### src/hw/rtl/cbh_pkg.sv
`timescale 1ns / 1ps
package cbh_pkg;

	localparam int unsigned BINS   = 65536;
	localparam int unsigned BIN_W  = $clog2(BINS);
	localparam int unsigned QDEPTH = 4;

	localparam logic [31:0] HIT_MAX     = 32'hFFFF_FFFF;
	localparam logic [7:0]  STALE_MAX   = 8'hFF;
	localparam logic [7:0]  LIMIT_RESET = 8'd5;

	typedef enum logic [1:0] {
		OP_BEGIN = 2'd0,
		OP_INSTR = 2'd1,
		OP_END   = 2'd2
	} op_t;

	typedef enum logic [1:0] {
		K_NONE,
		K_BEGIN,
		K_BIN,
		K_END
	} kind_t;

	typedef struct packed {
		logic [1:0]  operation;
		logic [47:0] address;
	} in_item_t;

	typedef struct packed {
		logic        counted;
		logic        novel;
		logic [31:0] hit_count;
		logic [7:0]  stale_runs;
		logic        randomize_next;
		logic [31:0] runs_done;
	} out_item_t;

	typedef struct packed {
		kind_t             kind;
		logic [BIN_W-1:0]  bin;
	} cmd_t;

endpackage

### src/hw/rtl/cbh_front.sv
`timescale 1ns / 1ps
module cbh_front (
	input  logic              clk,
	input  logic              arst_n,
	input  logic              push,
	input  cbh_pkg::in_item_t in_item,
	input  logic              stall,
	output logic              full,
	output logic              q_push,
	output cbh_pkg::cmd_t     q_data
);
	import cbh_pkg::*;

	logic [47:0] base_address_q;
	logic        base_taken_q;
	logic [47:0] offset;
	logic        in_range;
	logic        accept;

	assign full   = stall;
	assign accept = push && !stall;
	assign q_push = accept;

	assign offset   = in_item.address - base_address_q;
	assign in_range = (offset != 48'd0) && (offset < 48'(BINS));

	always_comb begin
		q_data.bin  = offset[BIN_W-1:0];
		q_data.kind = K_NONE;
		unique case (in_item.operation)
			OP_BEGIN: q_data.kind = K_BEGIN;
			OP_INSTR: q_data.kind = (base_taken_q && in_range) ? K_BIN : K_NONE;
			OP_END:   q_data.kind = K_END;
			default:  q_data.kind = K_NONE;
		endcase
	end

	always_ff @(posedge clk or negedge arst_n) begin
		if (!arst_n) begin
			base_taken_q   <= 1'b0;
			base_address_q <= 48'd0;
		end else if (accept) begin
			if (in_item.operation == OP_BEGIN) begin
				base_taken_q <= 1'b0;
			end else if (in_item.operation == OP_INSTR && !base_taken_q) begin
				base_taken_q   <= 1'b1;
				base_address_q <= in_item.address;
			end
		end
	end

endmodule

### config.mk
export PLATFORM = sky130hd
export DESIGN_NAME = cbh_front
export DESIGN_NICKNAME = d
export VERILOG_FILES = /design/src/hw/rtl/cbh_pkg.sv /design/src/hw/rtl/cbh_front.sv
export SDC_FILE = /design/constraint.sdc
export NUM_CORES = 1
export LEC_CHECK = 0
export BUFFER_PORTS_ARGS = -buffer_cell sky130_fd_sc_hd__buf_4
export CELL_PAD_IN_SITES_DETAIL_PLACEMENT = 2
export CELL_PAD_IN_SITES_GLOBAL_PLACEMENT = 2
export CORE_UTILIZATION = 36
export CTS_CLUSTER_SIZE = 20
export DETAILED_ROUTE_END_ITERATION = 12
export MAX_ROUTING_LAYER = met4
export PLACE_DENSITY = 0.93
export SETUP_SLACK_MARGIN = 0.1
export SLEW_MARGIN = 0
export SYNTH_ARGS = -nofsm -noshare
export SYNTH_HDL_FRONTEND = slang
export SYNTH_SLANG_ARGS = --single-unit
### constraint.sdc
create_clock -name clk -period 7.96 [get_ports clk]
set_input_delay 1.194 -clock clk [delete_from_list [all_inputs] [get_ports clk]]
set_output_delay 1.194 -clock clk [all_outputs]
set_load 0.005 [all_outputs]
# Word-level counts from Yosys, hierarchy flattened

Index checks and enable logic that the tools add are counted.

Input bits: 54
Output and inout port bits: 20
Register bits: 49
Logic and storage cells: 22

Equal/unequal tests: 2
Bitwise logic cells: 1
$lt $le $gt $ge: 1
$add $sub $neg: 1
Multiplexer cells: 4
Reduce and logical (&&, ||, !) cells: 11

Operator list:

| cell                                                                    | number |
|---|---|
| 48-bit by 17-bit < comparator with 1-bit output (second input constant) | 1 |
| 48-bit nonzero test                                                     | 1 |
| 48-bit subtractor                                                       | 1 |
| 2-bit one-hot mux with 3 select lines                                   | 1 |
| 1-bit logical AND                                                       | 4 |
| 3-bit AND reduction                                                     | 1 |
| 2-bit by 1-bit == test with 1-bit output (second input constant)        | 1 |
| 2-bit == test (second input constant)                                   | 1 |
| 1-bit logical NOT                                                       | 2 |
| 2-bit logical NOT                                                       | 1 |
| 1-bit two-way mux                                                       | 2 |
| 2-bit two-way mux                                                       | 1 |
| 2-bit AND reduction                                                     | 1 |
| 2-bit nonzero test                                                      | 1 |
| 1-bit inverter                                                          | 1 |

# Logic depth before layout (Yosys ltp)

Gate-level depths: netlist of the first run.

Depth in word-level cells: 6
Depth in mapped cells: 15
Gate-level depth less buffers: 14

# Least setup slack after synthesis of the first run

No wires, ideal clock.

Kind: input port to output port
Start: in in_item[22] in the netlist's numbering
End: out q_data[17] in the netlist's numbering
Setup slack: 2632 ps
Cell stages on the path: 12
Buffers on the path: 0
Required time: 6766 ps
Arrival time: 4134 ps
Cells stage by stage: ha_1 -> a21o_1 -> a211o_1 -> a2111oi_4 -> a21o_2 -> o211ai_4 -> a21oi_2 -> mux2_1 -> or4_1 -> nor4_2 -> o2111ai_1 -> o32ai_1

RTL lines:

| what            | line            | text |
|---|---|---|
| start, declared | cbh_front.sv:6  | `input cbh_pkg::in_item_t in_item,` |
| end, declared   | cbh_front.sv:10 | `output cbh_pkg::cmd_t q_data` |

==> impl_metrics.toml, run 1 <==
[outcome]
outcome = "complete, but fails checks"
violations = "DRC"

[final_layout]
nNetsFinal = 837
n_antenna_cell = 0
final_common_cell = "nand2_1"
design_area_mm2 = 0.00599
areaGrowthSynthToFinish_pct = 17.4
drive_gt1_frac = 0.151
finalNonFillerCells = 916
final_cell_mix = "96 x nand2_1, 80 x o21ai_0, 74 x buf_4, 70 x inv_1, 49 x dfrtp_1"

[yosys]
synth_edf_count = 0
synth_area_mm2 = 0.00510
async_reset_ff_frac = 1.00
yosysWarnings = 0
ys_types = 78
synthCells = 674
syn_avg_cell_area_um2 = 7.57
ys.flop_type = "dfrtp_1"
seq_area_frac_synth = 0.240
syn-num-nets = 776
synth.ff_latch_count = 49

[critical_path]
path_max_fanout = 6
rr_endpoint = "base_address_q[0]"
criticalPathCategory = "primary input to output port"
r2r_slack_ns = 5.78
cp.arrival_ns = 4.88
rr_startpoint = "base_taken_q"
cp-end-kind = "output port"
critPathLaunchType = "primary input"
rr_worst_depth = 3
cp_data_required_time_ns = 6.77

[sta]
max-slew-margin-rel = 0.300
timing.final.hold_violations = 0
fin_crit_sh = 0.764
drv_slew = 0
tns_ns = 0
skew_ns = 0.00957
worst_pin_slew_ns = 1.04
rsz0062_at_grt = "no"
fmax_mhz = 165
setup_viol = 0
whs_ns = 0.535
min_period_ns = 6.08

[worst_hold_path]
holdPathEnd = "base_address_q[0]"
hold_depth = 1
min-delay-start = "base_address_q[0]"
hold_path.class = "register to register"

[drt]
drt-pass1-iter-count = 8
wirelength_um = 18400
antenna_left = 0
drt-initial-drc-count = 222
via_count = 5371
via_per_inst = 5.86
drc = 2
routedWlPerCell_um = 20.0

[clocking]
root_buffer = "clkbuf_16"
cts_made_buffers = 5
cts.sinks = 49
htreeDepth = 2
cts_resized = 0
clk_pin_slew_ns = 0.07
cts_tree = "done"
ctsHoldBuffers = 0
post_cts_buffers = 0
worstSkewPairLatency_ns = 0.31
clock_path_buffers = 2

[floorplanning]
core_mm2 = 0.0138
pin_count = 74
die_w_um = 121
rows = 43
die_h_um = 121
dieArea_mm2 = 0.0146
initial_core_util = 0.369

[global_routing]
antenna_found_initial = 0
grt_pass1_wl_um = 29700
grt_pass1_vias = 5872
grt.total_usage = 0.265
grt_remaining_overflow = 0
grt_start_max_net_pins = 55

[placed_design]
hpwl_um = 15000
portBuffers = 73
place_inst = 908
gp_congestion = 0.892
placed_area_mm2 = 0.00580

[power]
leakage_nw = 2.67
pwr_density_cell_mw_per_mm2 = 318
ir_drop_uv = 117

[flow_run]
drv_cap = 0
-- power breakdown --
part | total, mW | internal [mW] | switching (mW)
clock | 0.286 | 0.180 | 0.106
sequential | 0.353 | 0.327 | 0.0265
combinational | 1.27 | 0.480 | 0.786
total | 1.90 | 0.986 | 0.918
-- stage by stage --
step,total power [mW],util,setup slack [ns]
after floorplan,1.19,-,2.63
after global placement,1.54,0.420,1.95
after detailed placement,1.61,0.420,1.94
after CTS,1.91,0.433,1.91
after global routing,2.05,0.433,1.66
final,1.90,0.433,1.88
-- worst max-delay path, cell delays in order --
cell and delay [ns]:
buf_4 0.12, ha_1 0.37, a21o_1 0.19, a21oi_1 0.30, a211oi_1 0.14, a211o_1 0.42, a2111oi_2 0.55, o41ai_1 0.17
xnor2_1 0.25, o311ai_0 0.28, nor4_4 0.32, o2111ai_1 0.15, o32ai_1 0.26, buf_4 0.16
-- registers in the layout (all words and copies together) (netlist names) --
register        cells
base_address_q     48
base_taken_q        1
-- synthesized netlist by cell type, drive strengths merged (5+ instances only) --
master,instances,area [um^2]
ha,47,588
inv,70,263
nor4,11,105
o211ai,8,73.8
buf,6,36.3
dfrtp,49,1230
nand4,7,43.8
xnor2,12,105
clkbuf,14,52.6
o31ai,5,37.5
a211oi,9,67.6
a21oi,49,253
nand3,8,40.0
and3,7,46.3
o21a,9,67.6
o22ai,6,37.5
nand2,98,373
nor2,43,161
nor3,9,45.0
or3,9,56.3
o21ai,90,473
xor2,8,70.1
and2,8,50.1
a21o,12,95.1
a2111oi,6,77.6
o21bai,5,37.5
-- worst max-delay path by stage --
stage | start | to | slack [ns] | cells past startpoint
2_1_floorplan | in_item[22] | q_data[17] | 2.63 | 12
3_3_place_gp | in_item[3] | q_data[17] | 1.95 | 14
3_5_place_dp | in_item[3] | q_data[17] | 1.94 | 14
4_1_cts | in_item[3] | q_data[17] | 1.91 | 14
5_1_grt | in_item[27] | q_data[17] | 1.66 | 14
6_report | in_item[3] | q_data[17] | 1.88 | 14
-- per-layer routing --
metal,up-vias,track usage,share of wire
met5,-,-,0
met4,0,0.0733,0.019
met3,28,0.0343,0.029
met2,87,0.476,0.51
met1,2701,0.308,0.44
li1,2555,-,-
-- cell families after synthesis --
family,count (synthesis),share of synthesized area
XOR/XNOR,20,0.0343
adder cells (fa/ha/maj),48,0.119
multiplexers,5,0.0105
flip-flops,49,0.240
buffers and inverters,90,0.0689
AO/OA/AOI/OAI,243,0.319
AND/OR/NAND/NOR,219,0.208
-- final cells by class --
type                            instances  area, um^2
Fill cell                            1595        7840
Clock buffer                            5         125
Inverter                               70         263
Sequential cell                        49        1230
Tap cell                              180         225
Multi-Input combinational cell        535        3530
Clock inverter                          3        65.1
Timing Repair Buffer                   74         556
(Power assumes the default switching activity.)
==> run 2, diff against run 1 <==
- ABC_AREA: default -> 1
- CORE_UTILIZATION: 36 -> 28
- PLACE_DENSITY: 0.93 -> 0.86
- clock period: 7.96 -> 5.3 ns (I/O delays scaled with it)
==> impl_metrics.toml, run 2 <==
[clocking]
cts.sinks = 49
cts_resized = 0
clk_pin_slew_ns = 0.07
htreeDepth = 2
cts_tree = "done"
cts_made_buffers = 5
root_buffer = "clkbuf_16"
post_cts_buffers = 0
clock_path_buffers = 2
worstSkewPairLatency_ns = 0.31
ctsHoldBuffers = 0

[yosys]
synth_area_leaders = "nand2_1 23%, dfrtp_1 20%, inv_1 15%"
yosysTopAreaCellShare = 0.228
synthMuxAreaShare = 0.00183
synthTopCellsByCount = "373 x nand2_1, 241 x inv_1, 154 x nor2_1"
seq_area_frac_synth = 0.199
synth.ff_latch_count = 49
yosys.area.top_type = "nand2_1"
synth_top_family_by_area = "simple AND/OR/NAND/NOR gates"
ys.flop_type = "dfrtp_1"
synth_compound_area_frac = 0.0954
ys_types = 31
synthAdderAreaFrac = 0.0989
async_reset_ff_frac = 1.00
synthSimpleGateAreaFrac = 0.431
synth_area_mm2 = 0.00615
syn_avg_cell_area_um2 = 5.50
yosysWarnings = 0
synth_xor_area_frac = 0.0157
syn-num-nets = 1219
synth.most_common_cell = "nand2_1"
synthCells = 1117
synth_edf_count = 0

[global_routing]
grt_pass1_wl_um = 39000
grt_start_max_net_pins = 50
antenna_found_initial = 0
grt_remaining_overflow = 0
grt_pass1_vias = 7699
grt.total_usage = 0.229

[worst_hold_path]
hold_path.class = "primary input to async pin"

[outcome]
outcome = "completed"

[sta]
tns_ns = 0
layout_setup_ws_ns = 1.18
worst_pin_slew_ns = 1.13
drv_slew = 0
fin_crit_sh = 0.777
setup_viol = 0
rsz0062_at_grt = "no"
min_period_ns = 4.12
skew_ns = 0.00743
fmax_mhz = 243
max-slew-margin-rel = 0.241
timing.final.hold_violations = 0

[drt]
drc = 0
wirelength_um = 23900
via_count = 7020
antenna_left = 0
via_per_inst = 4.80
routedWlPerCell_um = 16.3
drt-initial-drc-count = 230
drt-pass1-iter-count = 4

[critical_path]
criticalPathCategory = "primary input to output port"
cp.arrival_ns = 3.32
cp-end-kind = "output port"
path_max_fanout = 5
cp_data_required_time_ns = 4.51
critPathLaunchType = "primary input"

[final_layout]
areaGrowthSynthToFinish_pct = 16.3
final_cell_mix = "373 x nand2_1, 241 x inv_1, 154 x nor2_1, 85 x a21oi_1, 74 x buf_4"
multi_input_area_mm2 = 0.00396
regMostFlops = "base_address_q"
seq_area_mm2 = 0.00123
drive_gt1_frac = 0.103
n_antenna_cell = 0
largest_reg_flops = 48
final_common_cell = "nand2_1"
fillers = 2779
reg_top3 = "base_address_q: 48 flops, base_taken_q: 1 flops"
nNetsFinal = 1288

[floorplanning]
dieArea_mm2 = 0.0226
initial_core_util = 0.289
rows = 53
core_mm2 = 0.0213
die_w_um = 150
pin_count = 74
die_h_um = 150

[placed_design]
hpwl_um = 21000
place_ws_ns = 1.15
gp_congestion = 0.923
portBuffers = 73

[power]
pwr_density_cell_mw_per_mm2 = 374
leakage_nw = 4.30
ir_drop_uv = 113

[flow_run]
drv_cap = 0
## run 2: metrics by stage
stage                     hold WS (ns)   util  std cells  total power [mW]  instance area [um^2]
final                            0.511  0.336       1461              2.67                  7150
after global routing             0.545  0.336       1461              2.93                  7150
after CTS                        0.525  0.336       1461              2.71                  7150
after detailed placement         0.508  0.329       1454              2.34                  7010
after global placement           0.479  0.329       1454              2.26                  7010
after floorplan                  0.457      -       1117              1.68                  6150
## run 2: worst paths after layout
path	cells past startpoint	end	slack [ns]	startpoint
worst max-delay path	20	q_data[17]	1.18	in_item[12]
worst min-delay path	1	base_address_q[0]	0.51	arst_n
worst max register to register	7	base_address_q[21]	3.44	base_taken_q
worst min register to register	2	base_address_q[25]	0.51	base_address_q[25]
max in group asynchronous	1	base_address_q[10]	4.26	arst_n
min in group clk	2	base_address_q[25]	0.51	base_address_q[25]
## run 2: report_power, final
part | internal, mW | switching (mW) | leakage, nW
registers | 0.469 | 0.0294 | 0.530
clock network | 0.186 | 0.157 | 0.0700
logic | 0.627 | 1.20 | 3.70
## run 2: cells by family (layout without fill, tap and decap cells)
family,count (synthesis),after routing
buf+inv,257,326
fa+ha+maj,48,48
flops,49,49
mux,1,1
xor+xnor,11,11
compound gates,109,109
simple gates,642,642
## run 2: area by class of cell
class	count	area share
clock buffer	7	0.0200
inverter	245	0.129
multi-input combinational	811	0.554
sequential	49	0.172
tap	275	0.0481
timing repair buffer	74	0.0777
## run 2: worst max-delay path, stage by stage
cell     delay (ns)
buf_4          0.11
ha_1           0.40
nand2_1        0.17
inv_2          0.06
nand2_1        0.07
nand2_1        0.10
a21oi_1        0.24
nand2_2        0.14
nand2_1        0.18
nand2_1        0.08
nand2_1        0.11
nand2_1        0.06
nor2_1         0.12
nand2_1        0.09
nor2_1         0.10
nand2_1        0.05
nor2_1         0.12
nand3_1        0.13
nand2_1        0.08
buf_4          0.10
## run 2: metal layers
| layer | track usage | wire [um] | vias to the layer above |
|---|---|---|---|
| li1 | - | - | 3500 |
| met1 | 0.288 | 11200 | 3414 |
| met2 | 0.398 | 11600 | 90 |
| met3 | 0.0212 | 795 | 16 |
| met4 | 0.0490 | 346 | 0 |
| met5 | - | 0 | - |
