==> config.mk <==
export PLATFORM = sky130hd
export DESIGN_NAME = cbh_queue
export DESIGN_NICKNAME = d
export VERILOG_FILES = /design/src/hw/rtl/cbh_pkg.sv /design/src/hw/rtl/cbh_queue.sv
export SDC_FILE = /design/constraint.sdc
export NUM_CORES = 1
export LEC_CHECK = 0
export BUFFER_PORTS_ARGS = -buffer_cell sky130_fd_sc_hd__clkbuf_2
export CORE_UTILIZATION = 25
export DETAILED_ROUTE_END_ITERATION = 10
export GPL_ROUTABILITY_DRIVEN = 0
export PLACE_DENSITY = 0.53
export SYNTH_ARGS = -nofsm -noshare
export SYNTH_HDL_FRONTEND = slang
export SYNTH_SLANG_ARGS = --single-unit
==> constraint.sdc <==
create_clock -name clk -period 2.8 [get_ports clk]
set_clock_uncertainty 0.15 [all_clocks]
set_input_delay 0.28 -clock clk [delete_from_list [all_inputs] [get_ports clk]]
set_output_delay 0.28 -clock clk [all_outputs]
set_load 0.02 [all_outputs]
==> src/hw/rtl/cbh_pkg.sv <==
`timescale 1ns / 1ps
package cbh_pkg;

	localparam int unsigned BINS   = 65536;
	localparam int unsigned BIN_W  = $clog2(BINS);
	localparam int unsigned QDEPTH = 4;

	localparam logic [31:0] HIT_MAX     = 32'hFFFF_FFFF;
	localparam logic [7:0]  STALE_MAX   = 8'hFF;
	localparam logic [7:0]  LIMIT_RESET = 8'd5;

	typedef enum logic [1:0] {
		OP_BEGIN = 2'd0,
		OP_INSTR = 2'd1,
		OP_END   = 2'd2
	} op_t;

	typedef enum logic [1:0] {
		K_NONE,
		K_BEGIN,
		K_BIN,
		K_END
	} kind_t;

	typedef struct packed {
		logic [1:0]  operation;
		logic [47:0] address;
	} in_item_t;

	typedef struct packed {
		logic        counted;
		logic        novel;
		logic [31:0] hit_count;
		logic [7:0]  stale_runs;
		logic        randomize_next;
		logic [31:0] runs_done;
	} out_item_t;

	typedef struct packed {
		kind_t             kind;
		logic [BIN_W-1:0]  bin;
	} cmd_t;

endpackage

==> src/hw/rtl/cbh_queue.sv <==
`timescale 1ns / 1ps
module cbh_queue (
	input  logic          clk,
	input  logic          arst_n,
	input  logic          push,
	input  cbh_pkg::cmd_t data_in,
	output logic          full,
	input  logic          pop,
	output cbh_pkg::cmd_t data_out,
	output logic          empty
);
	import cbh_pkg::*;

	localparam int unsigned PTR_W = (QDEPTH > 1) ? $clog2(QDEPTH) : 1;
	localparam int unsigned CNT_W = $clog2(QDEPTH + 1);

	cmd_t             mem_q [QDEPTH];
	logic [PTR_W-1:0] wr_ptr_q;
	logic [PTR_W-1:0] rd_ptr_q;
	logic [CNT_W-1:0] count_q;
	logic             do_push;
	logic             do_pop;

	assign full     = (count_q == CNT_W'(QDEPTH));
	assign empty    = (count_q == '0);
	assign do_push  = push && !full;
	assign do_pop   = pop && !empty;
	assign data_out = mem_q[rd_ptr_q];

	always_ff @(posedge clk) begin
		if (do_push) begin
			mem_q[wr_ptr_q] <= data_in;
		end
	end

	always_ff @(posedge clk or negedge arst_n) begin
		if (!arst_n) begin
			wr_ptr_q <= '0;
			rd_ptr_q <= '0;
			count_q  <= '0;
		end else begin
			if (do_push) begin
				wr_ptr_q <= (wr_ptr_q == PTR_W'(QDEPTH - 1)) ? '0 : wr_ptr_q + 1'b1;
			end
			if (do_pop) begin
				rd_ptr_q <= (rd_ptr_q == PTR_W'(QDEPTH - 1)) ? '0 : rd_ptr_q + 1'b1;
			end
			if (do_push && !do_pop) begin
				count_q <= count_q + 1'b1;
			end else if (do_pop && !do_push) begin
				count_q <= count_q - 1'b1;
			end
		end
	end

endmodule

# ---- After elaboration in Yosys (flattened, before gate mapping)
# Memory sizes are Yosys's and may differ from the RTL's.
# Cells that the tools add are included.
dict set report classes {
  addsub 4
  multipliers 0
  div 0
  magnitude_cmp 0
  eq_ne 3
  shifts 0
  muxes 6
  n_bitwise 0
  n_reduce_logical 10
}
# op n
set op_table {}
lappend op_table {{3-bit two-way mux} 2}
lappend op_table {{2-bit by 1-bit adder with 2-bit output, second input constant} 2}
lappend op_table {{2-bit == test, second input constant} 2}
lappend op_table {{1-bit logical AND} 4}
lappend op_table {{1-bit zero test} 4}
lappend op_table {{2-bit two-way mux} 2}
lappend op_table {{3-bit by 1-bit adder with 3-bit output, second input constant} 1}
lappend op_table {{3-bit == test, second input constant} 1}
lappend op_table {{3-bit zero test} 1}
lappend op_table {{3-bit by 1-bit subtractor with 3-bit output, second input constant} 1}
lappend op_table {{1-bit two-way mux} 2}
lappend op_table {{2-bit nonzero test} 1}
dict set report word_totals {
  regBits 7
  latchBits 0
  mem_bits_rw 72
  rom_bits 0
  inputBits 22
  out_inout_bits 20
  word_cells 27
  mem_count 1
}
# memory words width read_ports rd_clocked_by_memory_dff write_ports line
set memory_table {}
lappend memory_table {mem_q 4 18 1 0 1 cbh_queue.sv:17} ;# cmd_t mem_q [QDEPTH];

# ---- Longest topological paths before layout
# Gate-level depths: netlist of run 1.
dict set report logic_depth {
  word_depth 7
  mapped_depth 8
  depth_no_buf 8
}

# ---- Worst setup path after synthesis of run 1
# No wires, ideal clock.
dict set report synth_timing {
  path_type {reg-to-reg}
  from {reg count_q[0]}
  to {reg count_q[1]}
  setup_ns 0.125
  arrival_ns 1.885
  t_required_ns 2.525
  slack_ns 0.641
  path_stages_with_launch 7
  n_path_buf 0
  synth_period_minus_slack_ns 2.159
  cell_sequence {dfrtp_1 nor3b_4 nor2b_4 ha_1 inv_1 fa_1 mux2_2}
}
dict set report synth_between {
  elab_chain_len 6
  elab_cells_between_ends 15
  cone_classes {add/sub (2); eq/ne (1); mux (2); reduce/logical (10)}
}
# element line
set synth_lines {}
lappend synth_lines {{start, declared} cbh_queue.sv:20} ;# logic [CNT_W-1:0] count_q;
lappend synth_lines {{start signal, assigned} cbh_queue.sv:49} ;# count_q <= count_q + 1'b1;
lappend synth_lines {{start signal, assigned} cbh_queue.sv:51} ;# count_q <= count_q - 1'b1;
lappend synth_lines {{3-bit == test *} cbh_queue.sv:24} ;# assign full = (count_q == CNT_W'(QDEPTH));
lappend synth_lines {{net full} cbh_queue.sv:7} ;# output logic full,
lappend synth_lines {{1-bit zero test *} cbh_queue.sv:26} ;# assign do_push = push && !full;
lappend synth_lines {{1-bit logical AND *} cbh_queue.sv:26}
lappend synth_lines {{net do_push} cbh_queue.sv:21} ;# logic do_push;
lappend synth_lines {{1-bit zero test} cbh_queue.sv:50} ;# end else if (do_pop && !do_push) begin
lappend synth_lines {{1-bit logical AND} cbh_queue.sv:50}
lappend synth_lines {{2-bit nonzero test (no source line)} n/a}
# Mark *: on every way through the listed nets, which the timed path passes. The rest lies on a longest branch. The select of a mux whose other input is x is not followed.
# A chain may end at the register's enable or synchronous reset.

==> flow_metrics.env, run 1 <==
export IMPL_outcome="finished, final reports clean"
export IMPL_cp_arrival_ns=1.89
export IMPL_final_period_utilization_pct=82.8
export IMPL_power_internal_mw=2.87
export IMPL_numClockSinks=79
export IMPL_cp_max_fo=20
export IMPL_grt_pass1_vias=1471
export IMPL_p_leak_nw=1.37
export IMPL_chipWidth_microns=112
export IMPL_path_class="flop to primary output"
export IMPL_route_antenna_remaining_nets=0
export IMPL_cp_start_kind="flop"
export IMPL_synth_seq_cells=79
export IMPL_clk_root_buffer_cell="clkbuf_16"
export IMPL_rows=39
export IMPL_cp_required_ns=2.37
export IMPL_post_drt_wl_per_cell_microns=15.4
export IMPL_firstDrtPassIters=4
export IMPL_synth_top_area_share_pct=71.0
export IMPL_setup_tns_ns=0
export IMPL_fin_area_sq_um=3800
export IMPL_fmax_mhz=432
export IMPL_crit_slowest_cell="dfrtp_1"
export IMPL_clockPowerShare_pct=27.8
export IMPL_syn_area_per_cell_sq_um=23.3
export IMPL_drc=0
export IMPL_use_met3_pct=3.67
export IMPL_die_h_microns=112
export IMPL_synth_largest_area_cell="edfxtp_1"
export IMPL_io_pins=42
export IMPL_gr_usage_all_layers_pct=9.06
export IMPL_period_needed_ns=2.32
export IMPL_sw_frac_of_total_pct=31.5
export IMPL_grt_max_degree=21
export IMPL_grt_pass1_wl_microns=8020
export IMPL_cts_made_buffers=9
export IMPL_h_tree_depth=3
export IMPL_path_clk_slew_ns=0.06
export IMPL_grt_util_met1_pct=10.7
export IMPL_rsz0062_at_grt="no"
export IMPL_p_comb_share_pct=30.7
export IMPL_final_cell_count_no_fill=336
export IMPL_ys_types=21
export IMPL_syn_inst=131
export IMPL_vias_per_cell=4.12
export IMPL_slowest_delay_ns=0.93
export IMPL_via_count=1385
export IMPL_power_frac_seq_pct=41.5
export IMPL_coreArea_sq_um=11700
export IMPL_use_met2_pct=14.5
export IMPL_drt_total_wl_microns=5160
export IMPL_worstSetupEndpointType="primary output"
export IMPL_maxSlewHeadroom_pct=39.1
export IMPL_synthesis_nets=160
export IMPL_clock_latency_ns=0.33
export IMPL_grt_busiest_layer="met2"
export IMPL_syn_to_final_growth_pct=24.7
export IMPL_critical_path_top_delay_family="flip-flops"
export IMPL_setup_viol=0
export IMPL_dpl_hpwl_microns=3480
export IMPL_start_util_pct=26.1
export IMPL_tightest_slew_ns=0.913
export IMPL_synth_seq_area_share_pct=76.7
export IMPL_hold_viol_final=0
export IMPL_dieArea_sq_um=12600
export IMPL_crit_buf_inv=1
export IMPL_utilization_pct=32.6
export IMPL_hold_path_class="primary input to flop"
export IMPL_dp_cells=319
export IMPL_drv_slew=0
export IMPL_tritoncts="yes"
export IMPL_cap_viol_max_count=0
export IMPL_ys_warn_count=0
export IMPL_switchingPower_mw=1.32
export IMPL_peakVddDrop_mv=0.316
export IMPL_p_per_area_nw_per_um2=1100
export IMPL_syn_area_sq_um=3050
export IMPL_n_antenna_cell=0
export IMPL_crit_chain="mux4_2 -> clkbuf_2"
export IMPL_overflow=0
export IMPL_dpl_cell_area_sq_um=3480
export IMPL_drt_initial_drc_count=47
export IMPL_layout_nets=217
export IMPL_port_buffers=41
export IMPL_drive_above_1_share_pct=46.6
export IMPL_clockBufferDepth=2
export IMPL_ys_top_cells_by_area="edfxtp_1 (71%), mux4_2 (13%), dfrtp_1 (5.7%)"
export IMPL_antenna_found_initial=0
## logic make-up after synthesis
family                     after synthesis  share of synthesized area (%)
muxes                                   22                           15.0
xor gates and xnor gates                 3                          0.863
AOI/OAI and AO/OA                        2                          0.657
buffers and inverters                    7                           1.11
and+or+nand+nor                         11                           2.51
DFF                                     79                           76.7
adders and majority gates                7                           3.12
## routing by layer
| layer | vias to the layer above | share of wire [%] |
|---|---|---|
| li1 | 648 | - |
| met1 | 696 | 42 |
| met2 | 32 | 51 |
| met3 | 9 | 4.4 |
| met4 | 0 | 2.0 |
| met5 | - | 0 |
## Yosys cell counts, drive strengths merged
| master | instances |
|---|---|
| a21o | 1 |
| and2 | 3 |
| buf | 4 |
| dfrtp | 7 |
| edfxtp | 72 |
| fa | 1 |
| ha | 6 |
| inv | 3 |
| mux2 | 4 |
| mux4 | 18 |
| nand2 | 1 |
| nor2 | 3 |
| nor2b | 1 |
| nor3 | 2 |
| nor3b | 1 |
| o31ai | 1 |
| xnor2 | 1 |
| xor2 | 2 |
## cell type report
type,count,area (sq um)
clock buffer,9,225
multi-input combinational,45,678
clock inverter,7,81.3
sequential,79,2340
inverter,3,11.3
timing repair buffer,50,288
fill,1112,7860
tap,143,179
## sequential cells by signal, indices dropped and copies added (netlist names)
signal    flops
mem_q        72
wr_ptr_q      2
rd_ptr_q      2
count_q       3
## power by group through the flow
stage	clock network (mW)	registers (mW)	logic, mW
floorplan	0	1.68	0.956
global placement	0	1.76	1.32
detailed placement	0	1.77	1.33
CTS	1.20	1.75	1.33
global route	1.25	1.77	1.41
finish	1.17	1.74	1.28
## stage by stage
| step | hold slack (ns) | worst slack, ns | power, mW |
|---|---|---|---|
| 2_1_floorplan | -0.166 | 0.641 | 2.64 |
| 3_3_place_gp | -0.0149 | 0.638 | 3.08 |
| 3_5_place_dp | -0.0148 | 0.559 | 3.10 |
| 4_1_cts | 0.00477 | 0.361 | 4.28 |
| 5_1_grt | 0.00616 | 0.352 | 4.42 |
| 6_report | 0.0143 | 0.483 | 4.18 |
## layout by cell type (no fill, tap or decap), types with 2 or more instances in the layout
master     synthesis  layout
edfxtp_1          72      72
clkbuf_2           0      41
mux4_2            18      18
clkbuf_16          0       9
dfrtp_1            7       7
buf_4              1       7
ha_1               6       6
inv_1              3       3
and2_1             3       3
clkinv_4           0       3
nor3_1             2       2
nor2_1             3       2
mux2_4             2       2
xor2_1             2       2
## worst paths after layout
check,from,endpoint,slack (ns),depth (start not counted)
setup / recovery,rd_ptr_q[1]$_DFFE_PN0P_,data_out[12],0.48,2
hold / removal,data_in[6],mem_q[2][6]$_DFFE_PP_,0.01,1
setup reg to reg,count_q[0]$_DFFE_PN0P_,count_q[2]$_DFFE_PN0P_,0.59,7
hold reg to reg,count_q[2]$_DFFE_PN0P_,count_q[2]$_DFFE_PN0P_,0.41,1
max in group asynchronous,arst_n,rd_ptr_q[0]$_DFFE_PN0P_,2.15,2
min in group asynchronous,arst_n,wr_ptr_q[0]$_DFFE_PN0P_,0.18,2
## repair_timing
action | in CTS | in global routing
resized for setup | 0 | 0
endpoints found under the hold margin | 7 | 0
buffers inserted | 0 | 0
hold buffers | 1 | 0
Note: power is estimated with default switching activity, not from simulation.
==> run 2, diff against run 1 <==
--- a/config.mk
+++ b/config.mk
@@ -5,11 +5,12 @@
 export SDC_FILE = /design/constraint.sdc
 export NUM_CORES = 1
 export LEC_CHECK = 0
+export ABC_AREA = 1
 export BUFFER_PORTS_ARGS = -buffer_cell sky130_fd_sc_hd__clkbuf_2
 export CORE_UTILIZATION = 25
 export DETAILED_ROUTE_END_ITERATION = 10
 export GPL_ROUTABILITY_DRIVEN = 0
-export PLACE_DENSITY = 0.53
+export PLACE_DENSITY = 0.54
 export SYNTH_ARGS = -nofsm -noshare
 export SYNTH_HDL_FRONTEND = slang
 export SYNTH_SLANG_ARGS = --single-unit
==> constraint.sdc (replaced) <==
create_clock -name clk -period 1.86 [get_ports clk]
set_clock_uncertainty 0.15 [all_clocks]
set_input_delay 0.186 -clock clk [delete_from_list [all_inputs] [get_ports clk]]
set_output_delay 0.186 -clock clk [all_outputs]
set_load 0.02 [all_outputs]
==> flow_metrics.env, run 2 <==
export IMPL_syn_to_final_growth_pct=29.6
export IMPL_die_h_microns=118
export IMPL_grt_max_degree=33
export IMPL_syn_area_per_cell_sq_um=12.4
export IMPL_synth_seq_area_share_pct=69.7
export IMPL_drv_slew=0
export IMPL_coreArea_sq_um=12800
export IMPL_tightest_slew_ns=0.266
export IMPL_drt_initial_drc_count=85
export IMPL_h_tree_depth=3
export IMPL_dp_cells=487
export IMPL_drc=0
export IMPL_hold_viol_final=0
export IMPL_r2r_start="count_q[2]$_DFFE_PN0P_"
export IMPL_maxSlewHeadroom_pct=82.3
export IMPL_drive_above_1_share_pct=25.0
export IMPL_holdWs_ns=0.0869
export IMPL_ys_top_cells_by_area="edfxtp_1 (64%), nand2_1 (7.7%), o211ai_1 (7.4%)"
export IMPL_async_flop_share_pct=8.86
export IMPL_critical_path_top_delay_family="flip-flops"
export IMPL_ff2ff_path_depth=10
export IMPL_layout_nets=380
export IMPL_setup_viol=0
export IMPL_io_pins=42
export IMPL_numClockSinks=79
export IMPL_p_per_area_nw_per_um2=1550
export IMPL_cp_start_kind="flop"
export IMPL_cap_viol_max_count=0
export IMPL_clockBufferDepth=2
export IMPL_post_drt_wl_per_cell_microns=12.7
export IMPL_dieArea_sq_um=13900
export IMPL_peakVddDrop_mv=0.548
export IMPL_crit_chain="buf_4 -> o211ai_1 -> nand2_1 -> clkbuf_2"
export IMPL_reg_top3="mem_q x72, count_q x3"
export IMPL_outcome="finished, final reports clean"
export IMPL_chipWidth_microns=118
export IMPL_grt_pass1_wl_microns=10900
export IMPL_synthesis_nets=299
export IMPL_n_antenna_cell=0
export IMPL_syn_inst=270
export IMPL_final_period_utilization_pct=98.2
export IMPL_synth_edf_count=72
export IMPL_cts_made_buffers=9
export IMPL_overflow=0
export IMPL_clk_root_buffer_cell="clkbuf_16"
export IMPL_fmax_mhz=547
export IMPL_ys_types=17
export IMPL_largest_reg_flops=72
export IMPL_cp_arrival_ns=1.49
export IMPL_synth_top_area_share_pct=64.5
export IMPL_cp_required_ns=1.52
export IMPL_r2r_slack_ns=0.06
export IMPL_synth_common_cells="edfxtp_1 (72), nand2_1 (69), inv_1 (51)"
export IMPL_layout_commonest_cell="edfxtp_1"
export IMPL_worstSetupEndpointType="primary output"
export IMPL_rows=41
export IMPL_top_register="mem_q"
export IMPL_synth_seq_cells=79
export IMPL_final_cell_count_no_fill=528
export IMPL_clock_latency_ns=0.33
export IMPL_path_clk_slew_ns=0.05
export IMPL_tritoncts="yes"
export IMPL_cp_max_fo=8
export IMPL_ys_warn_count=0
export IMPL_final_cell_mix="edfxtp_1 (72), nand2_1 (66), inv_1 (48)"
export IMPL_synth_most_common_cell="edfxtp_1"
export IMPL_ys_flop_type="edfxtp_1"
export IMPL_period_needed_ns=1.83
export IMPL_port_buffers=41
export IMPL_vias_per_cell=4.00
export IMPL_firstDrtPassIters=4
export IMPL_via_count=2110
export IMPL_r2r_end="count_q[2]$_DFFE_PN0P_"
export IMPL_slowest_delay_ns=0.53
export IMPL_gr_usage_all_layers_pct=10.5
export IMPL_path_class="flop to primary output"
export IMPL_hold_path_class="primary input to async pin"
export IMPL_p_leak_nw=1.80
export IMPL_drt_total_wl_microns=6700
export IMPL_antenna_found_initial=0
export IMPL_crit_buf_inv=2
export IMPL_crit_slowest_cell="dfrtp_4"
export IMPL_synth_largest_area_cell="edfxtp_1"
export IMPL_start_util_pct=26.1
export IMPL_syn_area_sq_um=3350
export IMPL_route_antenna_remaining_nets=0
export IMPL_dpl_hpwl_microns=4250
export IMPL_grt_pass1_vias=2147
export IMPL_crit_start="rd_ptr_q[0]$_DFFE_PN0P_"
export IMPL_rsz0062_at_grt="yes"
## run 2: worst max-delay path by stage
| stage | end | cells after the start |
|---|---|---|
| 6_report | data_out[2] | 4 |
| 5_1_grt | data_out[13] | 4 |
| 4_1_cts | data_out[6] | 4 |
| 3_5_place_dp | count_q[2]$_DFFE_PN0P_ | 10 |
| 3_3_place_gp | count_q[2]$_DFFE_PN0P_ | 10 |
| 2_1_floorplan | mem_q[0][0]$_DFFE_PP_ | 4 |
## run 2: area by class of cell
cell class              instances  area, sq um
clock inverters                 2         8.76
flip-flops and latches         79         2340
multi-input cells             128          749
repair buffers                 81          589
clock buffers                  14          244
well taps                     172          215
fillers                      1299         8480
inverters                      52          198
## run 2: power breakdown
part / switching [mW] / total [mW] / internal, mW
sequential: 0.157 / 2.52 / 2.36
combinational: 1.69 / 2.69 / 0.999
clock: 0.614 / 1.51 / 0.898
total: 2.46 / 6.72 / 4.26
## run 2: cell families (layout without fill, tap and decap cells)
| kind of cell | Yosys count | after routing | share of synthesized area [%] |
|---|---|---|---|
| XOR/XNOR | 1 | 1 | 0.261 |
| flip-flops | 79 | 79 | 69.7 |
| adder cells (fa/ha/maj) | 7 | 7 | 2.84 |
| AO/OA/AOI/OAI | 37 | 37 | 8.66 |
| AND/OR/NAND/NOR | 83 | 83 | 9.63 |
| buffers and inverters | 63 | 149 | 8.92 |
## run 2: worst register-to-register path, stage by stage, from the launching register on
cell	delay, ns
dfrtp_1	0.42
inv_2	0.09
nand3_2	0.10
nand2_2	0.09
ha_2	0.18
inv_2	0.05
fa_2	0.34
inv_1	0.07
nand2_1	0.07
nand4_1	0.07
nand2_1	0.06
## run 2: through the flow
stage | area (sq um) | setup WS [ns] | power, mW | setup TNS (ns) | utilization, %
2_1_floorplan | 3360 | -0.154 | 4.30 | -11.07 | -
5_1_grt | 4350 | -0.0640 | 7.19 | -0.468 | 33.9
6_report | 4350 | 0.0328 | 6.72 | 0 | 33.9
4_1_cts | 4300 | -0.00190 | 6.74 | -0.00190 | 33.6
3_5_place_dp | 3820 | 0.0122 | 5.13 | 0 | 29.8
3_3_place_gp | 3820 | 0.0613 | 5.07 | 0 | 29.8
## run 2: what timing repair did
item,in CTS,in global routing
setup buffers,2,2
resized for setup,3,28
gates cloned,0,0
setup endpoints to repair,17,16
hold buffers,21,0
pin swaps,0,7
hold endpoints to repair,82,0
## run 2: metal layers
| metal | vias up | wire, microns | track usage, % |
|---|---|---|---|
| li1 | 1080 | - | - |
| met2 | 46 | 3330 | 17.4 |
| met5 | - | 0 | 0 |
| met4 | 0 | 72 | 3.29 |
| met3 | 9 | 326 | 4.22 |
| met1 | 975 | 2970 | 12.5 |
